--- src/design/nlr_pkg.sv ---
// Shared types and character codes for the numeric literal recognizer.
package nlr_pkg;

  typedef enum logic [2:0] {
    PH_START   = 3'd0,
    PH_INT     = 3'd1,
    PH_FRAC    = 3'd2,
    PH_EXPSIGN = 3'd3,
    PH_EXPDIG  = 3'd4,
    PH_BAD     = 3'd5
  } phase_t;

  localparam logic [15:0] CH_MINUS = 16'h002D;
  localparam logic [15:0] CH_PLUS  = 16'h002B;
  localparam logic [15:0] CH_POINT = 16'h002E;
  localparam logic [15:0] CH_EXP_U = 16'h0045;
  localparam logic [15:0] CH_EXP_L = 16'h0065;
  localparam logic [15:0] CH_ZERO  = 16'h0030;
  localparam logic [15:0] CH_NINE  = 16'h0039;

  localparam int          CLASS_W   = 9;
  localparam logic [8:0]  CLASS_MAX = 9'd511;

endpackage

--- src/design/numeric_literal_recognizer.sv ---
// Top level: character-serial numeric literal recognizer.
//
//  channel  direction  payload                          handshake
//  in_      input      char_code[15:0], last_char       in_valid / in_stall
//  out_     output     number_class[8:0]                out_valid / out_stall
//
// One character per cycle while in_stall is low; the phase and counter update is one pass of logic
// from the input ports into the state registers.
// The class of a word shows on out_ in the cycle after its last character is accepted.
// A single output register holds the result; input stalls only while that
// register is full and out_stall is high.
// rst_n is synchronous; after reset the block waits at the start of a word.
module numeric_literal_recognizer
  import nlr_pkg::*;
#(
  parameter int MAX_LEN = 256
) (
  input  logic                clk,
  input  logic                rst_n,
  input  logic                in_valid,
  output logic                in_stall,
  input  logic [15:0]         in_char_code,
  input  logic                in_last_char,
  output logic                out_valid,
  input  logic                out_stall,
  output logic [CLASS_W-1:0]  out_number_class
);

  localparam int CW = $clog2(MAX_LEN + 1);
  localparam int RW = (CW + 1 > 10) ? CW + 1 : 10;
  localparam logic [CW-1:0] LEN_MAX = CW'(MAX_LEN);

  phase_t           phase_r, phase_nxt;
  logic [CW-1:0]    left_r, left_nxt;
  logic [CW-1:0]    right_r, right_nxt;
  logic [CW-1:0]    len_r, len_nxt;
  logic             out_valid_r, out_valid_nxt;
  logic [CLASS_W-1:0] out_class_r, out_class_nxt;

  logic             in_xfer, out_xfer;
  logic             is_digit, is_exp, have_mant, ok;
  logic             inc_left, inc_right;
  logic [RW-1:0]    class_sum;
  logic [CLASS_W-1:0] word_class;

  assign in_stall = out_valid_r & out_stall;
  assign in_xfer  = in_valid & ~in_stall;
  assign out_xfer = out_valid_r & ~out_stall;

  assign is_digit  = (in_char_code >= CH_ZERO) && (in_char_code <= CH_NINE);
  assign is_exp    = (in_char_code == CH_EXP_U) || (in_char_code == CH_EXP_L);
  assign have_mant = (left_r != '0) || (right_r != '0);

  // Phase transition
  always_comb begin
    phase_nxt = phase_r;
    unique case (phase_r)
      PH_START: begin
        if (in_char_code == CH_MINUS || is_digit) phase_nxt = PH_INT;
        else if (in_char_code == CH_POINT)        phase_nxt = PH_FRAC;
        else                                      phase_nxt = PH_BAD;
      end
      PH_INT: begin
        if (is_digit)                       phase_nxt = PH_INT;
        else if (in_char_code == CH_POINT)  phase_nxt = PH_FRAC;
        else if (is_exp && have_mant)       phase_nxt = PH_EXPSIGN;
        else                                phase_nxt = PH_BAD;
      end
      PH_FRAC: begin
        if (is_digit)                  phase_nxt = PH_FRAC;
        else if (is_exp && have_mant)  phase_nxt = PH_EXPSIGN;
        else                           phase_nxt = PH_BAD;
      end
      PH_EXPSIGN: begin
        if (in_char_code == CH_PLUS || in_char_code == CH_MINUS || is_digit)
          phase_nxt = PH_EXPDIG;
        else
          phase_nxt = PH_BAD;
      end
      PH_EXPDIG: begin
        if (is_digit) phase_nxt = PH_EXPDIG;
        else          phase_nxt = PH_BAD;
      end
      default: phase_nxt = PH_BAD;
    endcase
  end

  // Counter updates, all saturating at MAX_LEN
  always_comb begin
    inc_left  = 1'b0;
    inc_right = 1'b0;
    unique case (phase_r)
      PH_START:   inc_left  = is_digit;
      PH_INT:     inc_left  = is_digit;
      PH_FRAC:    inc_right = is_digit;
      PH_EXPSIGN: inc_right = is_digit;
      PH_EXPDIG:  inc_right = is_digit;
      default: begin
        inc_left  = 1'b0;
        inc_right = 1'b0;
      end
    endcase
    len_nxt   = (len_r < LEN_MAX) ? len_r + CW'(1) : LEN_MAX;
    left_nxt  = (inc_left && left_r < LEN_MAX) ? left_r + CW'(1) : left_r;
    right_nxt = (inc_right && right_r < LEN_MAX) ? right_r + CW'(1) : right_r;
  end

  // Word class from the updated state
  assign ok = (phase_nxt != PH_BAD) && (len_nxt < LEN_MAX) &&
              ((left_nxt != '0) || (right_nxt != '0));
  assign class_sum  = RW'(right_nxt) + RW'(1);
  assign word_class = !ok ? '0 :
                      (class_sum > RW'(CLASS_MAX)) ? CLASS_MAX : class_sum[CLASS_W-1:0];

  always_comb begin
    out_valid_nxt = out_valid_r;
    out_class_nxt = out_class_r;
    if (out_xfer) out_valid_nxt = 1'b0;
    if (in_xfer && in_last_char) begin
      out_valid_nxt = 1'b1;
      out_class_nxt = word_class;
    end
  end

  always_ff @(posedge clk) begin
    if (!rst_n) begin
      phase_r     <= PH_START;
      left_r      <= '0;
      right_r     <= '0;
      len_r       <= '0;
      out_valid_r <= 1'b0;
    end else begin
      out_valid_r <= out_valid_nxt;
      if (in_xfer) begin
        if (in_last_char) begin
          phase_r <= PH_START;
          left_r  <= '0;
          right_r <= '0;
          len_r   <= '0;
        end else begin
          phase_r <= phase_nxt;
          left_r  <= left_nxt;
          right_r <= right_nxt;
          len_r   <= len_nxt;
        end
      end
    end
  end

  always_ff @(posedge clk) begin
    out_class_r <= out_class_nxt;
  end

  assign out_valid        = out_valid_r;
  assign out_number_class = out_class_r;

  a_len_bound: assert property (@(posedge clk) disable iff (!rst_n)
    (len_r <= LEN_MAX) && (left_r <= LEN_MAX) && (right_r <= LEN_MAX))
    else $error("counter above saturation limit");

  a_digits_in_word: assert property (@(posedge clk) disable iff (!rst_n)
    left_r <= len_r)
    else $error("more integer digits than characters");

  a_word_restart: assert property (@(posedge clk) disable iff (!rst_n)
    in_xfer && in_last_char |=> (phase_r == PH_START) && (len_r == '0) && out_valid_r)
    else $error("word end did not restart and post a result");

  a_stall_needs_full: assert property (@(posedge clk) disable iff (!rst_n)
    in_stall |-> out_valid_r)
    else $error("input stalled with empty result register");

  a_nonzero_class: assert property (@(posedge clk) disable iff (!rst_n)
    in_xfer && in_last_char && (phase_nxt == PH_BAD) |=> out_class_r == '0)
    else $error("malformed word gave nonzero class");

endmodule

--- config.mk ---
export PLATFORM = sky130hd
export DESIGN_NAME = numeric_literal_recognizer
export DESIGN_NICKNAME = d
export VERILOG_FILES = /design/src/design/nlr_pkg.sv /design/src/design/numeric_literal_recognizer.sv
export SDC_FILE = /design/constraint.sdc
export NUM_CORES = 1
export LEC_CHECK = 0
export ABC_AREA = 1
export BUFFER_PORTS_ARGS = -buffer_cell sky130_fd_sc_hd__buf_2
export CORE_ASPECT_RATIO = 0.75
export CORE_MARGIN = 4
export CORE_UTILIZATION = 40
export DETAILED_ROUTE_END_ITERATION = 16
export GPL_TIMING_DRIVEN = 0
export PLACE_DENSITY = 0.69
export SLEW_MARGIN = 20
export SYNTH_ARGS = -nofsm -noshare
export SYNTH_HDL_FRONTEND = slang
export SYNTH_SLANG_ARGS = --single-unit
--- constraint.sdc ---
create_clock -name clk -period 2 [get_ports clk]
set_input_delay 0.2 -clock clk [delete_from_list [all_inputs] [get_ports clk]]
set_output_delay 0.2 -clock clk [all_outputs]
set_load 0.05 [all_outputs]
# Word level (Yosys, flattened, before mapping)
# Index checks and enable logic that the tools add are counted.
dict set report op_classes {
  eq_ne 10
  muxes 21
  addsub 4
  bitwise 5
  n_reduce_logical 21
  order_cmp 7
}
# op n
set op_table {}
lappend op_table {{$mux 9} 7}
lappend op_table {{$eq 16x6->1 const B} 3}
lappend op_table {{$lt 9x9->1 const B} 4}
lappend op_table {{$reduce_bool 9->1} 4}
lappend op_table {{$eq 16x7->1 const B} 2}
lappend op_table {{$add 9x1->9 const B} 3}
lappend op_table {{$mux 3} 7}
lappend op_table {{$ge 16x6->1 const B} 1}
lappend op_table {{$le 16x6->1 const B} 1}
lappend op_table {{$pmux 3 s5} 1}
lappend op_table {{$add 9x1->10 const B} 1}
lappend op_table {{$gt 10x9->1 const B} 1}
lappend op_table {{$logic_and 1x1->1} 7}
lappend op_table {{$eq 3x2->1 const B} 2}
lappend op_table {{$logic_or 1x1->1} 6}
lappend op_table {{$mux 1} 6}
lappend op_table {{$and 1x1->1} 3}
lappend op_table {{$eq 3x1->1 const B} 1}
lappend op_table {{$eq 3x3->1 const B} 1}
lappend op_table {{$logic_not 3->1} 1}
lappend op_table {{$ne 3x3->1 const B} 1}
lappend op_table {{$reduce_or 3->1} 1}
lappend op_table {{$not 1->1} 2}
lappend op_table {{$reduce_bool 2->1} 1}
lappend op_table {{$reduce_or 2->1} 1}
dict set report word_totals {
  in_bits 21
  out_inout_bits 11
  register_bits 40
  wordCells 74
}

# Logic depth before layout (Yosys ltp)
# Gate-level depths: netlist of run 1.
dict set report logic_depth {
  depth_word 10
  ltp_mapped 17
  mapped_depth_nobuf 17
}

# Least setup slack after synthesis of run 1
# No wires, ideal clock.
dict set report synth_timing {
  path_type {register to register}
  startpoint {register phase_r[0]}
  endpoint {register out_class_r[0], in the netlist out_number_class[0], data pin}
  path_stages_with_launch 15
  n_path_buf 0
  required_time_ns 1.745
  slack_ns -0.123
  setup_ns 0.255
  arrival_time_ns 1.868
  synth_period_minus_slack_ns 2.123
  path_cell_list {dfxtp_1 -> nor2_1 -> nand2_1 -> nand2_1 -> nand4_4 -> nor2_8 -> xor2_4 -> ha_1 -> nand3_1 -> nor2_1 -> nand3b_1 -> nor2_1 -> nand2_2 -> nand2_4 -> nor2_1}
}
dict set report synth_via {
  elab_chain_len 8
  word_cells_on_any_way 23
  cone_classes {add/sub (1); order compare (1); eq/ne (5); mux (6); reduce/logical (10)}
}
# item line_no
set synth_lines {}
lappend synth_lines {{start, declared} numeric_literal_recognizer.sv:33} ;# phase_t phase_r, phase_nxt;
lappend synth_lines {{start signal, assigned} numeric_literal_recognizer.sv:141} ;# phase_r <= phase_nxt;
lappend synth_lines {{$eq 3x3->1 (tied with other cells)} {numeric_literal_recognizer.sv:57, numeric_literal_recognizer.sv:92}}
lappend synth_lines {{$reduce_or 3->1 (no source line) or $reduce_or 2->1 (tied branches)} n/a}
lappend synth_lines {{$mux 1} numeric_literal_recognizer.sv:92} ;# unique case (phase_r)
lappend synth_lines {{$logic_and 1x1->1, on equally long branches} {numeric_literal_recognizer.sv:105, numeric_literal_recognizer.sv:104}}
lappend synth_lines {{$mux 9, on equally long branches} {numeric_literal_recognizer.sv:105, numeric_literal_recognizer.sv:104}}
lappend synth_lines {{$add 9x1->10 or $reduce_bool 9->1 (tied branches)} {numeric_literal_recognizer.sv:111, numeric_literal_recognizer.sv:110}}
lappend synth_lines {{$gt 10x9->1 or $logic_or 1x1->1 (tied branches)} {numeric_literal_recognizer.sv:113, numeric_literal_recognizer.sv:110}}
lappend synth_lines {{$mux 9 or $logic_and 1x1->1 (tied branches)} {numeric_literal_recognizer.sv:113, numeric_literal_recognizer.sv:109}}
lappend synth_lines {{end signal, assigned} numeric_literal_recognizer.sv:151} ;# out_class_r <= out_class_nxt;
lappend synth_lines {{end, declared} numeric_literal_recognizer.sv:38} ;# logic [CLASS_W-1:0] out_class_r, out_class_nxt;
# Parallel ways exist; a longest one is shown, timed or not.
# A chain may end at the register's enable or synchronous reset.

# Worst setup path in the final report of run 1
dict set report layout_timing {
  startpoint {register phase_r[0]}
  endpoint {register out_class_r[8], in the netlist out_number_class[8], data pin}
}
# The elaborated chain is that of the path after synthesis.

==> results of run 1 <==
registers in the layout (all words and copies together) (netlist names):
name and cells:
phase_r 3, right_r 9, len_r 9, out_number_class 9, left_r 9, out_valid 1
metrics by stage:
stage,hold WS [ns],std cells,TNS (ns),area [um^2]
after floorplan,0.330,421,-0.885,2900
after global placement,0.448,550,-3.75,3180
after CTS,0.157,560,-1.80,3320
after detailed placement,0.457,550,-4.06,3180
final,0.153,562,-2.10,3350
after global routing,0.152,562,-3.28,3350
layout make-up:
cell class | instances | area, um^2 | share of cell area, %
Inverter | 63 | 236 | 7.05
Clock buffer | 6 | 72.6 | 2.16
Clock inverter | 2 | 35.0 | 1.05
Multi-Input combinational cell | 313 | 1780 | 53.2
Tap cell | 98 | 123 | 3.66
Timing Repair Buffer | 35 | 185 | 5.52
Sequential cell | 40 | 900 | 26.8
Buffer | 5 | 18.8 | 0.560
critical path: cells and delay by family, from the launching register on:
family | cells | cell delay, ns
AND/OR/NAND/NOR | 12 | 1.23
flip-flops | 1 | 0.37
adder cells (fa/ha/maj) | 1 | 0.21
XOR/XNOR | 1 | 0.20
synth_stat cells (all sizes together):
cell / instances / area [um^2]
and3: 1 / 7.51
o21a: 2 / 15.0
xor2: 3 / 45.1
edfxtp: 9 / 270
dfxtp: 31 / 621
o311ai: 1 / 8.76
a21oi: 27 / 135
nand4: 13 / 96.3
o21ai: 10 / 61.3
o21bai: 1 / 7.51
clkbuf: 5 / 18.8
nand2: 126 / 538
clkinv: 1 / 3.75
a31oi: 1 / 6.26
nor3: 14 / 86.3
or2: 1 / 6.26
a2bb2oi: 1 / 8.76
o2111ai: 1 / 8.76
nand3: 33 / 213
nand3b: 2 / 15.0
a21boi: 1 / 11.3
a211oi: 5 / 37.5
nor4: 2 / 12.5
nor2: 62 / 352
ha: 6 / 75.1
inv: 62 / 233
power groups by stage:
stage | Combinational, mW | Clock (mW) | Sequential (mW)
floorplan | 0.0984 | 0 | 0.891
global placement | 0.183 | 0 | 0.863
detailed placement | 0.185 | 0 | 0.864
CTS | 0.186 | 0.683 | 0.844
global route | 0.214 | 0.711 | 0.846
finish | 0.195 | 0.671 | 0.844
path summary, 6_finish.rpt:
kind	cells past startpoint	to	from	slack, ns
max	14	out_number_class[8]	phase_r[0]	-0.25
min	3	out_valid	rst_n	0.15
min reg2reg	2	len_r[5]	len_r[5]	0.47
max reg2reg	14	out_number_class[8]	phase_r[0]	-0.25
cell families (layout without fill, tap and decap cells):
family	count (synthesis)	in the layout
AOI/OAI and AO/OA	50	50
xor gates and xnor gates	3	3
adders and majority gates	6	6
buffers and inverters	68	111
DFF	40	40
and+or+nand+nor	254	254
routing by layer:
layer / wire (um) / vias to the layer above
met4: 114 / 0
met2: 3230 / 94
met1: 3110 / 1272
met3: 548 / 12
met5: 0 / -
li1: - / 1451
repair_timing:
action,CTS,global route
pin swaps,2,7
buffers inserted,2,2
resized for setup,4,9
setup endpoints to repair,9,19
==> results.tsv, run 1 <==
stage	metric	value	unit
grt	M3 GR Usage	2.99	%
detailed_routing	Wirelength per Cell	12.5	um
setup_path	CP Launch Type	flip-flop	
power_and_ir_drop	sequential share of power	49.3	%
run_status	violated checks	setup timing	
clock_network	root buffer cell	clkbuf_8	
run_status	outcome	finished with violations	
logic_synthesis	synthesis-stage register bit count	40	
run	max-cap violation count	0	
detailed_routing	initial DRC count	226	
timing	Final setup viols	9	
grt	Total GRT Usage	17.0	%
grt	largest net degree at the start of global routing	13	
timing	fmax	444	MHz
hold_path	HP Class	input port to flip-flop	
setup_path	Worst setup EP type	flip-flop	
timing	Slew @ Worst Pin	0.754	ns
logic_synthesis	Synth Warn #	0	
clock_network	H-Tree Level Count	2	
layout	# fillers	710	
power_and_ir_drop	Clock Power Share	39.3	%
logic_synthesis	syn nets	448	
power_and_ir_drop	VDD IR max	0.363	mV
timing	period utilization	113	%
setup_path	Crit-path slowest cell	dfxtp_4	
placed_design	post-DP HPWL	5420	um
logic_synthesis	mux contribution to synthesized area	0	%
grt	initial antenna violation count	0	
layout	commonest non-fill, non-tap cell in the layout	nand2_1	
layout	Diodes inserted	0	
grt	gr ovfl total	0	
detailed_routing	via count	2829	
logic_synthesis	xor and xnor area share after synthesis	1.56	%
floorplanning	core area	6930	um^2
floorplanning	FP Rows	26	
setup_path	worst-path cell chain	nor2_4, nand2_2, nand2_4, nand4_4, nor2_8, xor2_4, ha_2, nand3_2, nor2_2, nand3b_1, nor2_2, nand2_2, nand2_4, nor2_1	
placed_design	GPL Wtd Cong	0.926	
detailed_routing	antenna viol nets, final	0	
timing	Layout Skew	0.00659	ns
logic_synthesis	simple logic cell fraction of the synthesized area	45.8	%
layout	utilization after layout	48.4	%
setup_path	Worst EP required	2.06	ns
clock_network	clock buffer depth	2	
power_and_ir_drop	pwr/cell area	510	nW/um^2
clock_network	clk_lat worst skew	0.30	ns
logic_synthesis	main combinational cell family by area after synthesis	simple AND/OR/NAND/NOR gates	
power_and_ir_drop	switching pwr	0.448	mW
clock_network	Clk pin slew, worst setup/hold paths	0.08	ns
setup_path	Setup Crit Path Kind	flip-flop to flip-flop	
clock_network	hold_buf cts	0	
power_and_ir_drop	Combinational Power Share	11.4	%
logic_synthesis	Syn Inst Count	421	
floorplanning	Initial Utilization	41.7	%
layout	area delta synth->final	15.9	%
timing	minimum clock period	2.25	ns
detailed_routing	1st-pass router iterations	7	
placed_design	I/O Buffers	31	
power_and_ir_drop	total power	1.71	mW
logic_synthesis	post-synth cell types	40	
grt	vias in the first global route	2668	
setup_path	Worst Path Arrival	2.31	ns
floorplanning	IO Count	32	
logic_synthesis	compound-cell area share of the yosys netlist	10.4	%
grt	first-pass GRT wire length	12100	um
power_and_ir_drop	Net Sw Frac	26.2	%
layout	proportion of layout cells with a drive suffix above 1	26.1	%
grt	met1 GRT Util	22.1	%
layout	Final Net Count	490	
timing	setup ws final	-0.251	ns
layout	most frequent cells in the layout	104 x nand2_1, 51 x inv_1, 36 x nor2_1, 31 x buf_2, 28 x dfxtp_1	
placed_design	pre-CTS setup slack	-0.466	ns
timing	Fin. Hold Viols	0	
detailed_routing	Post-Route WL	7000	um
timing	worst rel slew slack	49.5	%
logic_synthesis	register area share after synthesis	30.8	%
power_and_ir_drop	Leak Pwr	1.42	nW
grt	M2 GR Usage	29.4	%
setup_path	Crit path largest cell delay	0.37	ns
logic_synthesis	synthesized area per cell	6.87	um^2
grt	global route hottest layer	met2	
setup_path	Max FO, Critical Path	8	
timing	unrepaired setup endpoints after global routing	true	
clock_network	CTS tree	yes	
detailed_routing	DRC Markers	0	
logic_synthesis	adder-cell share of the synthesized area	2.60	%
floorplanning	Die Area	8670	um^2
power_and_ir_drop	Power Internal	1.26	mW
floorplanning	Die Wd	106	um
timing	Slew Limit Fails	0	
logic_synthesis	post-synth design cell area	2890	um^2
floorplanning	Die Span Y	81.6	um
detailed_routing	DR vias/cell	5.03	
clock_network	CTS buffer count	5	
clock_network	clock sink total	40	
No activity file was read; power rests on OpenSTA's default activity.
==> run 2: changes to the inputs <==
--- a/config.mk
+++ b/config.mk
@@ -6,6 +6,7 @@
 export NUM_CORES = 1
 export LEC_CHECK = 0
 export ABC_AREA = 1
+export ABC_CLOCK_PERIOD_IN_PS = 2000
 export BUFFER_PORTS_ARGS = -buffer_cell sky130_fd_sc_hd__buf_2
 export CORE_ASPECT_RATIO = 0.75
 export CORE_MARGIN = 4
@@ -13,6 +14,7 @@
 export DETAILED_ROUTE_END_ITERATION = 16
 export GPL_TIMING_DRIVEN = 0
 export PLACE_DENSITY = 0.69
+export SKIP_LAST_GASP = 1
 export SLEW_MARGIN = 20
 export SYNTH_ARGS = -nofsm -noshare
 export SYNTH_HDL_FRONTEND = slang
==> run 2 against run 1 <==
The run still ends with setup timing left; design area stayed put; first-iteration DRC count unchanged; sequential share of layout area unchanged; flip-flop and latch count unchanged; worst setup slack unchanged; core utilization is the same; wire length unchanged; register-to-register slack is essentially flat; count of clock-buffer cells in the layout unchanged; fmax stayed put; largest power group unchanged.
==> results.tsv, run 2 (synthesized netlist as in run 1, its figures left out) <==
stage	metric	value	unit	change
layout	most frequent cells in the layout	104 x nand2_1, 51 x inv_1, 36 x nor2_1, 31 x buf_2, 28 x dfxtp_1		
clock_network	CTS buffer count	5		unchanged
detailed_routing	DRC Markers	0		unchanged
floorplanning	IO Count	32		unchanged
setup_path	Worst Path Arrival	2.31	ns	about the same
run	max-cap violation count	0		unchanged
setup_path	RR Startpoint	phase_r[0]		
hold_path	HP Class	input port to flip-flop		
detailed_routing	Wirelength per Cell	12.5	um	unchanged
power_and_ir_drop	Clock Power Share	39.3	%	about the same
grt	vias in the first global route	2668		unchanged
clock_network	Clk pin slew, worst setup/hold paths	0.08	ns	about the same
layout	Final Net Count	490		unchanged
power_and_ir_drop	Leak Pwr	1.42	nW	unchanged
hold_path	Hold Path Depth	3		unchanged
power_and_ir_drop	pwr/cell area	510	nW/um^2	unchanged
placed_design	post-DP HPWL	5420	um	unchanged
setup_path	Max FO, Critical Path	8		unchanged
power_and_ir_drop	Power Internal	1.26	mW	unchanged
floorplanning	Die Span Y	81.6	um	unchanged
layout	commonest non-fill, non-tap cell in the layout	nand2_1		
timing	setup ws final	-0.251	ns	unchanged
detailed_routing	Post-Route WL	7000	um	unchanged
setup_path	Worst EP required	2.06	ns	about the same
power_and_ir_drop	Combinational Power Share	11.4	%	about the same
timing	worst rel slew slack	49.5	%	unchanged
placed_design	GPL Wtd Cong	0.926		unchanged
power_and_ir_drop	total power	1.71	mW	unchanged
setup_path	Crit-path slowest cell	dfxtp_4		
clock_network	clock sink total	40		unchanged
floorplanning	Die Wd	106	um	unchanged
timing	Slew @ Worst Pin	0.754	ns	unchanged
setup_path	worst-path cell chain	nor2_4, nand2_2, nand2_4, nand4_4, nor2_8, xor2_4, ha_2, nand3_2, nor2_2, nand3b_1, nor2_2, nand2_2, nand2_4, nor2_1		
floorplanning	FP Rows	26		unchanged
grt	initial antenna violation count	0		unchanged
timing	Slew Limit Fails	0		unchanged
grt	first-pass GRT wire length	12100	um	unchanged
layout	area delta synth->final	15.9	%	unchanged
timing	Layout Skew	0.00659	ns	unchanged
grt	gr ovfl total	0		unchanged
clock_network	root buffer cell	clkbuf_8		
grt	largest net degree at the start of global routing	13		unchanged
clock_network	H-Tree Level Count	2		unchanged
hold_path	Min-Delay Endpoint	out_valid		
setup_path	Setup Crit Path Kind	flip-flop to flip-flop		
timing	Final setup viols	9		unchanged
layout	proportion of layout cells with a drive suffix above 1	26.1	%	unchanged
timing	period utilization	113	%	unchanged
timing	total negative setup slack	-2.10	ns	unchanged
run_status	violated checks	setup timing		
clock_network	CTS tree	yes		
grt	Total GRT Usage	17.0	%	unchanged
floorplanning	core area	6930	um^2	unchanged
timing	WHS	0.153	ns	unchanged
setup_path	CP Launch Type	flip-flop		
clock_network	clk_lat worst skew	0.30	ns	about the same
floorplanning	Initial Utilization	41.7	%	unchanged
setup_path	Worst setup EP type	flip-flop		
detailed_routing	DR vias/cell	5.03		unchanged
power_and_ir_drop	sequential share of power	49.3	%	about the same
setup_path	r2r endpoint	out_number_class[8]		
detailed_routing	via count	2829		unchanged
clock_network	hold_buf cts	0		unchanged
detailed_routing	1st-pass router iterations	7		unchanged
setup_path	reg2reg setup slack	-0.25	ns	about the same
detailed_routing	initial DRC count	226		unchanged
timing	fmax	444	MHz	unchanged
timing	Fin. Hold Viols	0		unchanged
power_and_ir_drop	VDD IR max	0.363	mV	unchanged
run_status	outcome	finished with violations		
power_and_ir_drop	switching pwr	0.448	mW	unchanged
power_and_ir_drop	Net Sw Frac	26.2	%	unchanged
timing	unrepaired setup endpoints after global routing	true		
placed_design	I/O Buffers	31		unchanged
clock_network	clock buffer depth	2		unchanged
detailed_routing	antenna viol nets, final	0		unchanged
timing	minimum clock period	2.25	ns	unchanged
setup_path	Crit path largest cell delay	0.37	ns	about the same
layout	Diodes inserted	0		unchanged
setup_path	Reg2Reg Depth	14		unchanged
floorplanning	Die Area	8670	um^2	unchanged
hold_path	Hold Crit Start	rst_n		
run 2: final cells by class:
type                            instances  area, um^2
Buffer                                  5        18.8
Clock buffer                            6        72.6
Clock inverter                          2        35.0
Fill cell                             710        3580
Inverter                               63         236
Multi-Input combinational cell        313        1780
Sequential cell                        40         900
Tap cell                               98         123
Timing Repair Buffer                   35         185
run 2: worst max-delay path, delay by kind of cell, from the launching register on:
kind	cells	cell delay (ns)
AND/OR/NAND/NOR	12	1.23
flip-flops	1	0.37
adder cells (fa/ha/maj)	1	0.21
XOR/XNOR	1	0.20
run 2: repair_timing:
item | CTS | global route
cloned | 0 | 0
gates resized for setup | 4 | 9
pin swaps | 2 | 7
setup buffers | 2 | 2
setup endpoints to repair | 9 | 19
run 2: worst max path at each step:
stage	from	end	slack (ns)	cells past startpoint
after detailed placement	in_char_code[15]	out_number_class[8]	-0.47	15
after floorplan	phase_r[1]	out_number_class[0]	-0.11	14
after global placement	in_char_code[3]	out_number_class[4]	-0.43	15
after global routing	phase_r[0]	out_number_class[8]	-0.38	14
after CTS	phase_r[1]	out_number_class[8]	-0.22	14
final	phase_r[0]	out_number_class[8]	-0.25	14
run 2: per-stage QoR:
stage | utilization [%] | instance area [um^2] | cells | worst slack, ns
after floorplan | - | 2900 | 421 | -0.108
after global placement | 45.9 | 3180 | 550 | -0.430
after detailed placement | 45.9 | 3180 | 550 | -0.466
after CTS | 47.9 | 3320 | 560 | -0.217
after global routing | 48.4 | 3350 | 562 | -0.384
final | 48.4 | 3350 | 562 | -0.251
run 2: per-layer routing:
metal  global-route usage, %  vias to the layer above  wire, um
li1                        -                     1451         -
met1                    22.1                     1272      3110
met2                    29.4                       94      3230
met3                    2.99                       12       548
met4                    4.79                        0       114
met5                       0                        -         0
run 2: power groups by stage:
stage | combinational (mW) | sequential (mW) | clock [mW]
4_1_cts | 0.186 | 0.844 | 0.683
2_1_floorplan | 0.0984 | 0.891 | 0
3_3_place_gp | 0.183 | 0.863 | 0
5_1_grt | 0.214 | 0.846 | 0.711
3_5_place_dp | 0.185 | 0.864 | 0
6_report | 0.195 | 0.844 | 0.671
